<file path="src/hw/rtl/c3f_pkg.sv">
// ----------------------------------------------------------------------------
// c3f_pkg
// Types, constants and register codes of the 3x3 convolution filter.
// ----------------------------------------------------------------------------
`default_nettype none

package c3f_pkg;

  localparam int MAX_WIDTH   = 4096;
  localparam int PIXEL_BITS  = 16;
  localparam int COEF_BITS   = 8;
  localparam int COL_BITS    = $clog2(MAX_WIDTH);
  localparam int WIDTH_BITS  = 13;
  localparam int HEIGHT_BITS = 16;
  localparam int KROW_BITS   = 3 * COEF_BITS;
  localparam int PROD_BITS   = PIXEL_BITS + COEF_BITS;
  localparam int COLSUM_BITS = PROD_BITS + 2;
  localparam int FULL_BITS   = COLSUM_BITS + 2;
  localparam int OUT_BITS    = 27;
  localparam int CFG_IDX_BITS  = 3;
  localparam int CFG_DATA_BITS = 24;

  // register indexes
  localparam logic [CFG_IDX_BITS-1:0] REG_FRAME_WIDTH   = 3'd0;
  localparam logic [CFG_IDX_BITS-1:0] REG_FRAME_HEIGHT  = 3'd1;
  localparam logic [CFG_IDX_BITS-1:0] REG_KERNEL_TOP    = 3'd2;
  localparam logic [CFG_IDX_BITS-1:0] REG_KERNEL_MIDDLE = 3'd3;
  localparam logic [CFG_IDX_BITS-1:0] REG_KERNEL_BOTTOM = 3'd4;

  // register reset values
  localparam logic [WIDTH_BITS-1:0]  RST_FRAME_WIDTH   = 13'd640;
  localparam logic [HEIGHT_BITS-1:0] RST_FRAME_HEIGHT  = 16'd480;
  localparam logic [KROW_BITS-1:0]   RST_KERNEL_TOP    = 24'h010201;
  localparam logic [KROW_BITS-1:0]   RST_KERNEL_MIDDLE = 24'h020402;
  localparam logic [KROW_BITS-1:0]   RST_KERNEL_BOTTOM = 24'h010201;

  localparam logic [WIDTH_BITS-1:0]  MIN_WIDTH_VAL  = 13'd3;
  localparam logic [WIDTH_BITS-1:0]  MAX_WIDTH_VAL  = WIDTH_BITS'(MAX_WIDTH);
  localparam logic [HEIGHT_BITS-1:0] MIN_HEIGHT_VAL = 16'd3;

  typedef logic signed [PIXEL_BITS-1:0]  pixel_t;
  typedef logic signed [COEF_BITS-1:0]   coef_t;
  typedef logic signed [PROD_BITS-1:0]   prod_t;
  typedef logic signed [COLSUM_BITS-1:0] colsum_t;
  typedef logic signed [FULL_BITS-1:0]   full_sum_t;
  typedef logic signed [OUT_BITS-1:0]    out_sum_t;
  typedef logic [COL_BITS-1:0]           col_t;
  typedef logic [HEIGHT_BITS-1:0]        row_t;

  // one line buffer entry: the pixel two rows up and the one a row up
  typedef struct packed {
    pixel_t two_above;
    pixel_t above;
  } line_word_t;

  // load enables of the column cells
  typedef struct packed {
    logic shift;
    logic mult;
    logic sum;
  } cell_ctl_t;

  typedef struct packed {
    logic inner;
    logic last;
  } item_flags_t;

  function automatic coef_t coef_of(input logic [KROW_BITS-1:0] krow, input int idx);
    return coef_t'(krow[idx*COEF_BITS +: COEF_BITS]);
  endfunction

endpackage

`default_nettype wire

</file>
<file path="src/hw/rtl/c3f_col_cell.sv">
// ----------------------------------------------------------------------------
// c3f_col_cell
// One window column: holds three pixels, passes them to its neighbor,
// multiplies them by its kernel column and sums the column.
// ----------------------------------------------------------------------------
`default_nettype none

module c3f_col_cell (
  input  wire logic               clk,
  input  wire c3f_pkg::cell_ctl_t ctl,
  input  wire c3f_pkg::pixel_t    pix_in [3],
  input  wire c3f_pkg::coef_t     coef [3],
  output c3f_pkg::pixel_t         pix_out [3],
  output c3f_pkg::colsum_t        col_sum
);
  import c3f_pkg::*;

  pixel_t pix [3];
  prod_t  prod [3];

  always_ff @(posedge clk) begin
    for (int k = 0; k < 3; k++) begin
      if (ctl.shift) begin
        pix[k] <= pix_in[k];
      end
      if (ctl.mult) begin
        prod[k] <= prod_t'(pix[k]) * prod_t'(coef[k]);
      end
    end
    if (ctl.sum) begin
      col_sum <= colsum_t'(prod[0]) + colsum_t'(prod[1]) + colsum_t'(prod[2]);
    end
  end

  assign pix_out = pix;

endmodule

`default_nettype wire

</file>
<file path="config.mk">
export PLATFORM = sky130hd
export DESIGN_NAME = c3f_col_cell
export DESIGN_NICKNAME = d
export VERILOG_FILES = /design/src/hw/rtl/c3f_pkg.sv /design/src/hw/rtl/c3f_col_cell.sv
export SDC_FILE = /design/constraint.sdc
export NUM_CORES = 1
export LEC_CHECK = 0
export BUFFER_PORTS_ARGS = -buffer_cell sky130_fd_sc_hd__buf_2
export CORE_ASPECT_RATIO = 2
export CORE_MARGIN = 3
export CORE_UTILIZATION = 35
export DETAILED_ROUTE_END_ITERATION = 7
export MAX_ROUTING_LAYER = met4
export PLACE_DENSITY = 0.54
export SYNTH_ARGS = -nofsm -noshare
export SYNTH_HDL_FRONTEND = slang
export SYNTH_SLANG_ARGS = --single-unit
</file>
<file path="constraint.sdc">
create_clock -name clk -period 6.86 [get_ports clk]
set_input_delay 0.686 -clock clk [delete_from_list [all_inputs] [get_ports clk]]
set_output_delay 0.686 -clock clk [all_outputs]
set_load 0.05 [all_outputs]
</file>
### Yosys cells after proc, flatten, opt, wreduce, memory -nomap -nowiden

Memories as Yosys holds them, arrays and structs flattened.
Cells that the tools add are included.

* bits in registers: 74
* bits in writable memories: 72
* input port bits: 76
* output and inout port bits: 74
* logic and storage cells: 12
* memories: 1

* add/subtract/negate cells: 2
* $mul: 3
* multiplexer cells: 2

Memories
* prod: depth 3, width 24, rd ports 3, clocked after Yosys merged registers in 0, write ports 3, line c3f_col_cell.sv:19 `prod_t prod [3];`

Operators by type and width (count)
* $mul A16 B8 Y24: 3
* $add A25 B24 Y26: 1
* $add A24 B24 Y25: 1
* $mux W1: 2

### Longest topological paths before layout

Gate-level depths: netlist of the first run.

* depth after elaboration: 2
* gate-level depth with buffers: 18
* depth with buffers taken out: 17

### Worst setup path after synthesis of the first run

Ideal clock, no wire load.

* path type: input to register
* from: input port coef[7] (netlist name)
* to: memory prod[0][70] (netlist name) (data pin)
* setup time: 0.265 ns
* data arrival time: 4.770 ns
* required time: 6.595 ns
* slack: 1.824 ns
* cell stages on the path: 17
* cell sequence: inv_1 buf_1 fa_1 fa_1 inv_1 fa_1 inv_1 fa_1 inv_1 ha_1 o211ai_1 a21oi_1 a211oi_1 o41ai_1 a31oi_1 o21ai_0 xor2_1

RTL lines
* from (decl): line c3f_col_cell.sv:12 `input wire c3f_pkg::coef_t coef [3],`
* to (decl): line c3f_col_cell.sv:19

==> metrics.txt, run 1 <==
outcome=complete, no violations; crit share post-route=~75%; flops & latches, synth=around 150; area share of fa/ha/maj cells after synthesis=between 40% and 50%; fraction of layout cells with a size suffix above 1=a little under a tenth; CTS H-tree lvls=4; die height=approximately 340 µm; drt first-iter violations=~430; All-Layer GR Usage=roughly 18%; R2R Setup Slk=roughly 1700 ps; met2 usage=33.93%; Worst-Margin Slew=954.1 ps; root buf cell=clkbuf_16; Final setup viols=0; detailed-route via count=about 13000; residual DRC count=0; row cnt=122; complex-gate fraction of the synthesized area=~7%; drt first pass iters=5; met3 GRT Util=between 2 and 2.5%; post-DR wirelength/cell=between 15 and 20 µm; largest net degree at the start of global routing=73; Crit Path Class=in2reg; post-detail-place hpwl=a little under 40000 µm; Netlist cell types=46; DIE WIDTH=about 170 µm; multiplexer area fraction after synthesis=0%; worst-skew pair later-pin latency=between 400 and 500 ps; Post-synth EDFFs=between 100 and 150; Critical path origin=coef[7]; Starting Density=a little over a third; Synth Area in Simple Gates=between 10 and 15%; Worst setup EP type=flop; post-CTS sizing=0; origin of the critical flop-to-flop path=pix_out[7]$_DFFE_PP_; most frequent cells in the layout=413 x inv_1, 334 x fa_1, 268 x and2_1, 159 x ha_1, 148 x buf_2; cells after synthesis=roughly 1900; clock skew=around 15 ps; total gr overflow=0; Fmax=just under 200 MHz; post-route ant nets=0; capture point of the worst reg-to-reg path=prod[0][69]$_DFFE_PP_; vias in the first global route=around 15000; first-pass GRT wire length=79560 µm; final setup TNS=0 ps; class of the worst hold path=in2reg; worst hold stages=1; clk sinks=about 150; core box area=55410 µm²; hold buffers post-CTS=0; Avg Cell Area, Syn=about 10 µm²; reg2reg path depth=15; global routing usage on met1=between 15 and 20%; die area=slightly below 60000 µm²; GRT Max-Usage Layer=met2; final-report hold violation count=0; Port Buffers=149; crit-path max FO=15; Final Wtd Congestion=about 0.88; syn nets=~2500; Post-Synth XOR/XNOR Area=4.104%; CTS tree=yes; largest family of logic cells by synthesized area=adder cells; RSZ-0062 raised after global routing=false; I/O Pins=150; Rel. slew slack=about 36%; Total Nets Final=2607; Area growth, synth to finish=10.74%; worst hold start=pix_in[13]; crit start category=primary input; Tmin final=slightly above 5000 ps; CP arrival=around 5400 ps; postcts setup bufs=0; sequential area share after synthesis=22.33%; Mapped Area=just under 20000 µm²; CTS Buf Count=17; initial antenna violation count=2; max-cap violation count=0; fin. max-slew vios=0; Max Root-Sink Buffers=2; commonest non-fill, non-tap cell in the layout=inv_1; ys async rst share=0%; WP data required=approximately 7100 ps; Hold Crit Endpoint=pix_out[13]$_DFFE_PP_; WL final=48000 µm; Reg clk slew, reported paths=roughly 70 ps; synth warn=0; Top FF cell, synth=edfxtp_1; DR vias/cell=4.755
-- stage by stage --
stage | setup WS, ps | util, % | cells | instance area (µm²) | hold WS, ps
2_1_floorplan | 1824 | - | 1897 | 19640 | 680.3
3_5_place_dp | 1268 | 38.30 | 2763 | 21220 | 751.9
6_report | 1702 | 39.24 | 2796 | 21740 | 393.2
5_1_grt | 1432 | 39.24 | 2796 | 21740 | 370.6
4_1_cts | 1678 | 39.23 | 2794 | 21740 | 360.1
3_3_place_gp | 1353 | 38.30 | 2763 | 21220 | 746.6
-- worst max path at each step --
stage / endpoint / slack [ps] / cells after the start
CTS: prod[0][70]$_DFFE_PP_ / 1680 / 17
detailed placement: prod[0][71]$_DFFE_PP_ / 1270 / 17
floorplan: prod[0][70]$_DFFE_PP_ / 1820 / 17
finish: prod[0][69]$_DFFE_PP_ / 1700 / 17
global placement: prod[0][71]$_DFFE_PP_ / 1350 / 17
global route: prod[0][70]$_DFFE_PP_ / 1430 / 17
-- worst max-delay path: stages --
cell	delay, ps
buf_2	110
inv_1	400
nor2_1	130
fa_1	520
fa_1	430
fa_1	490
inv_1	50
fa_1	470
inv_1	40
ha_1	360
o21ai_0	120
a221oi_1	370
a21oi_1	160
o31ai_1	570
a21o_1	210
a21oi_1	80
xnor2_1	140
-- flip-flops by register name (all words and copies together), names as in the netlist --
signal,cells
prod,72
pix_out,48
col_sum,26
-- area by class of cell --
class / count / area (µm²)
fillers: 5509 / 33670
diodes: 2 / 5.005
well taps: 744 / 930.9
inverters: 413 / 1550
multi-input cells: 1309 / 13590
flip-flops and latches: 146 / 4384
repair buffers: 151 / 763.2
clock buffers: 18 / 429.2
clock inverters: 13 / 88.84
-- synthesized netlist by cell type, types with 2 or more instances --
cell / n / area (µm²)
inv_1: 413 / 1550
fa_1: 334 / 6686
and2_1: 268 / 1677
ha_1: 159 / 1989
edfxtp_1: 146 / 4384
nand2_1: 102 / 382.9
nor2_1: 93 / 349.1
xnor2_1: 71 / 621.9
a21oi_1: 58 / 290.3
o21ai_0: 38 / 190.2
a21o_1: 35 / 262.8
clkbuf_1: 26 / 97.59
xor2_1: 21 / 183.9
nand2b_1: 16 / 100.1
a211oi_1: 13 / 97.59
and3_1: 9 / 56.30
o211ai_1: 9 / 67.56
o21a_1: 9 / 67.56
o21bai_1: 8 / 60.06
a31oi_1: 7 / 43.79
nor3_1: 6 / 30.03
a211o_1: 5 / 43.79
nand4_1: 5 / 31.28
o31ai_1: 5 / 37.54
nor2b_1: 4 / 25.02
or2_2: 4 / 25.02
buf_1: 3 / 11.26
nand3_1: 3 / 15.01
o221a_2: 3 / 33.78
o31a_1: 3 / 26.28
o41ai_1: 3 / 26.28
a221oi_1: 2 / 17.52
a41oi_2: 2 / 32.53
o311ai_1: 2 / 17.52
-- cells by family after synthesis --
| kind of cell | count (synthesis) |
|---|---|
| AO/OA/AOI/OAI | 212 |
| XOR/XNOR | 92 |
| adder cells (fa/ha/maj) | 493 |
| buffers and inverters | 442 |
| flip-flops | 146 |
| AND/OR/NAND/NOR | 512 |
-- metal layers --
metal  up-vias  part of all wire, %
met2       261                   57
met4         0                  3.5
li1       6203                    -
met5         -                    0
met1      6757                   36
met3        74                  3.2
Power of run 1 is not shown: default switching activity piles up to over one toggle a cycle in this logic, so the estimate is an artifact.
==> run 2, diff against run 1 <==
--- a/config.mk
+++ b/config.mk
@@ -5,13 +5,14 @@
 export SDC_FILE = /design/constraint.sdc
 export NUM_CORES = 1
 export LEC_CHECK = 0
+export ABC_AREA = 1
 export BUFFER_PORTS_ARGS = -buffer_cell sky130_fd_sc_hd__buf_2
 export CORE_ASPECT_RATIO = 2
 export CORE_MARGIN = 3
 export CORE_UTILIZATION = 35
 export DETAILED_ROUTE_END_ITERATION = 7
 export MAX_ROUTING_LAYER = met4
-export PLACE_DENSITY = 0.54
+export PLACE_DENSITY = 0.56
 export SYNTH_ARGS = -nofsm -noshare
 export SYNTH_HDL_FRONTEND = slang
 export SYNTH_SLANG_ARGS = --single-unit
==> constraint.sdc (replaced) <==
create_clock -name clk -period 4.2 [get_ports clk]
set_input_delay 0.42 -clock clk [delete_from_list [all_inputs] [get_ports clk]]
set_output_delay 0.42 -clock clk [all_outputs]
set_load 0.05 [all_outputs]
==> run 2 against run 1 <==
Flip-flop and latch count is the same. Utilization grew 5.9 points. Non-clock buffer count grew 282. Final cell count grew 42%. Clock skew grew 8.5 ps. Sequential share of layout area shrank 4.5 points. Clock-buffer cell count grew 1. Design area grew 29%. The run now ends with setup timing left.
==> metrics.txt, run 2 <==
Mapped Area=around 22000 µm²; final-report hold violation count=0; initial antenna violation count=0; origin of the critical flop-to-flop path=pix_out[24]$_DFFE_PP_; All-Layer GR Usage=around a fifth; Final WS setup=-81.16 ps; Final setup viols=8; post-detail-place hpwl=about 50000 µm; Avg Cell Area, Syn=just under 8 µm²; Worst setup EP type=flop; Post-Synth XOR/XNOR Area=under 10%; core box area=~62000 µm²; Rel. slew slack=between 40% and 50%; crit-path max FO=7; drt first pass iters=5; post-synth top area cell=fa_1; Netlist cell types=31; worst hold stages=1; first-pass GRT wire length=~95000 µm; fin. max-slew vios=0; sequential area share after synthesis=about 20%; row cnt=129; Worst-Margin Slew=a little under 900 ps; failing checks=setup timing; Final Wtd Congestion=between 0.9 and 1; DIE WIDTH=about 180 µm; syn nets=~3400; clock skew=about 24 ps; pre-CTS setup slack=-324.8 ps; hold buffers post-CTS=0; Total Nets Final=between 3000 and 4000; class of the worst hold path=in2reg; cell with the most instances after synthesis=inv_1; Yosys top cell area share=between 30% and 40%; root buf cell=clkbuf_16; post-route ant nets=0; Area growth, synth to finish=27.47%; Post-synth EDFFs=146; outcome=finished, violations left; fraction of layout cells with a size suffix above 1=26.28%; most frequent cells in the layout=799 x inv_1, 679 x nand2_1, 318 x fa_1, 241 x buf_4, 150 x buf_2; detailed-route via count=17877; Reg clk slew, reported paths=approximately 90 ps; largest family of logic cells by synthesized area=adder cells; Placed Cells=about 3900; multiplexer area fraction after synthesis=0%; max-cap violation count=0; Final Core Density=a little under half; largest net degree at the start of global routing=38; Starting Density=a little over a third; residual DRC count=0; vias in the first global route=between 15000 and 20000; die area=around 66000 µm²; I/O Pins=150; DR vias/cell=between 4 and 5; CTS tree=yes; CP arrival=approximately 4500 ps; area share of fa/ha/maj cells after synthesis=between 30% and 40%; flops & latches, synth=146; crit share post-route=101.9%; drt first-iter violations=about 620; Critical path origin=pix_out[24]$_DFFE_PP_; RSZ-0062 raised after global routing=true; fillers=about 6200; die height=360.2 µm; complex-gate fraction of the synthesized area=a little over 2%; top cells by area, synth=fa_1 30%, edfxtp_1 20%, inv_1 15%; reg2reg path depth=18; CTS Buf Count=17; ys async rst share=0%; Synth top cells by count=855 x inv_1, 779 x nand2_1, 334 x fa_1; capture point of the worst reg-to-reg path=prod[0][43]$_DFFE_PP_; worst-skew pair later-pin latency=around 490 ps; fin cells=3963; WL final=between 60000 and 70000 µm; crit start category=flop; synth warn=0; clk sinks=between 100 and 150; Top FF cell, synth=edfxtp_1; post-DR wirelength/cell=~15 µm; Synth Area in Simple Gates=around a fifth; Fmax=between 200 and 250 MHz; Biggest register=prod; worst hold start=pix_in[2]; cells after synthesis=between 2000 and 3000; commonest non-fill, non-tap cell in the layout=inv_1; Tmin final=roughly 4300 ps; total gr overflow=0; WP data required=4440 ps; number of flip-flops in the largest register=approximately 70; Crit Path Class=reg2reg; CTS H-tree lvls=4; R2R Setup Slk=-80 ps; Max Root-Sink Buffers=2; Hold Crit Endpoint=pix_out[2]$_DFFE_PP_; Port Buffers=149; n_diodes=0
-- run 2: cell types whose count changed in the layout (fill, tap and decap cells not counted), sizes merged, moves of 23 or more --
cell   delta
nor2     +54
buf     +281
xnor2    -47
nand3    +92
inv     +451
and2    -264
a21o     -33
nand2   +682
o21ai    -23
-- run 2: worst max-delay path, cell delays in order, from the launching register on --
cell and delay, ps:
edfxtp_1 540, buf_6 190, nand2_2 60, inv_2 40, fa_1 560, fa_1 480
fa_1 560, inv_2 50, fa_1 520, inv_2 50, ha_4 260, nand2_4 90
inv_4 50, a21oi_4 130, buf_6 120, nor2_4 30, nor2_2 110, nand2_2 70
xor2_2 150
-- run 2: cell type report --
class	count	area, µm²	area share, %
Clock inverter	13	121.4	0.4336
Inverter	858	3228	11.53
Multi-Input combinational cell	1708	15710	56.13
Timing Repair Buffer	433	3132	11.19
Clock buffer	19	432.9	1.547
Tap cell	786	983.4	3.513
Sequential cell	146	4384	15.66
-- run 2: kinds of logic after synthesis --
family                   Yosys count
adder cells (fa/ha/maj)          493
XOR/XNOR                          65
AND/OR/NAND/NOR                 1067
AO/OA/AOI/OAI                     83
buffers and inverters            951
flip-flops                       146
-- run 2: layer usage --
metal  global-route usage [%]  vias up  share of wire (%)
met1                    16.18     8647                 31
met2                    39.59      302                 62
met5                        -        -                  0
li1                         -     8772                  -
met3                    1.926      156                2.1
met4                    8.911        0                5.0
-- run 2: timing repair --
| item | in CTS | in global routing |
|---|---|---|
| setup buffers | 19 | 40 |
| endpoints found under the setup margin | 33 | 44 |
| pin swaps | 29 | 134 |
| gates resized for setup | 61 | 329 |
-- run 2: worst max path at each step --
| stage | to | slack [ps] | depth (start not counted) |
|---|---|---|---|
| after global routing | prod[0][45]$_DFFE_PP_ | -200 | 18 |
| after floorplan | prod[0][23]$_DFFE_PP_ | -40 | 16 |
| final | prod[0][43]$_DFFE_PP_ | -80 | 18 |
| after detailed placement | prod[0][46]$_DFFE_PP_ | -320 | 18 |
| after CTS | prod[0][43]$_DFFE_PP_ | -50 | 18 |
| after global placement | prod[0][46]$_DFFE_PP_ | -300 | 18 |
-- run 2: per-stage QoR --
stage                     area, µm²  hold WS [ps]  TNS [ps]
after floorplan               22510         518.9    -79.41
after global placement        25520         596.3     -5083
after detailed placement      25520         598.1     -5601
after CTS                     26510         39.51    -101.2
after global routing          27990         65.48     -3240
final                         27990         95.84    -290.5
Power of run 2 is left out for the same reason.
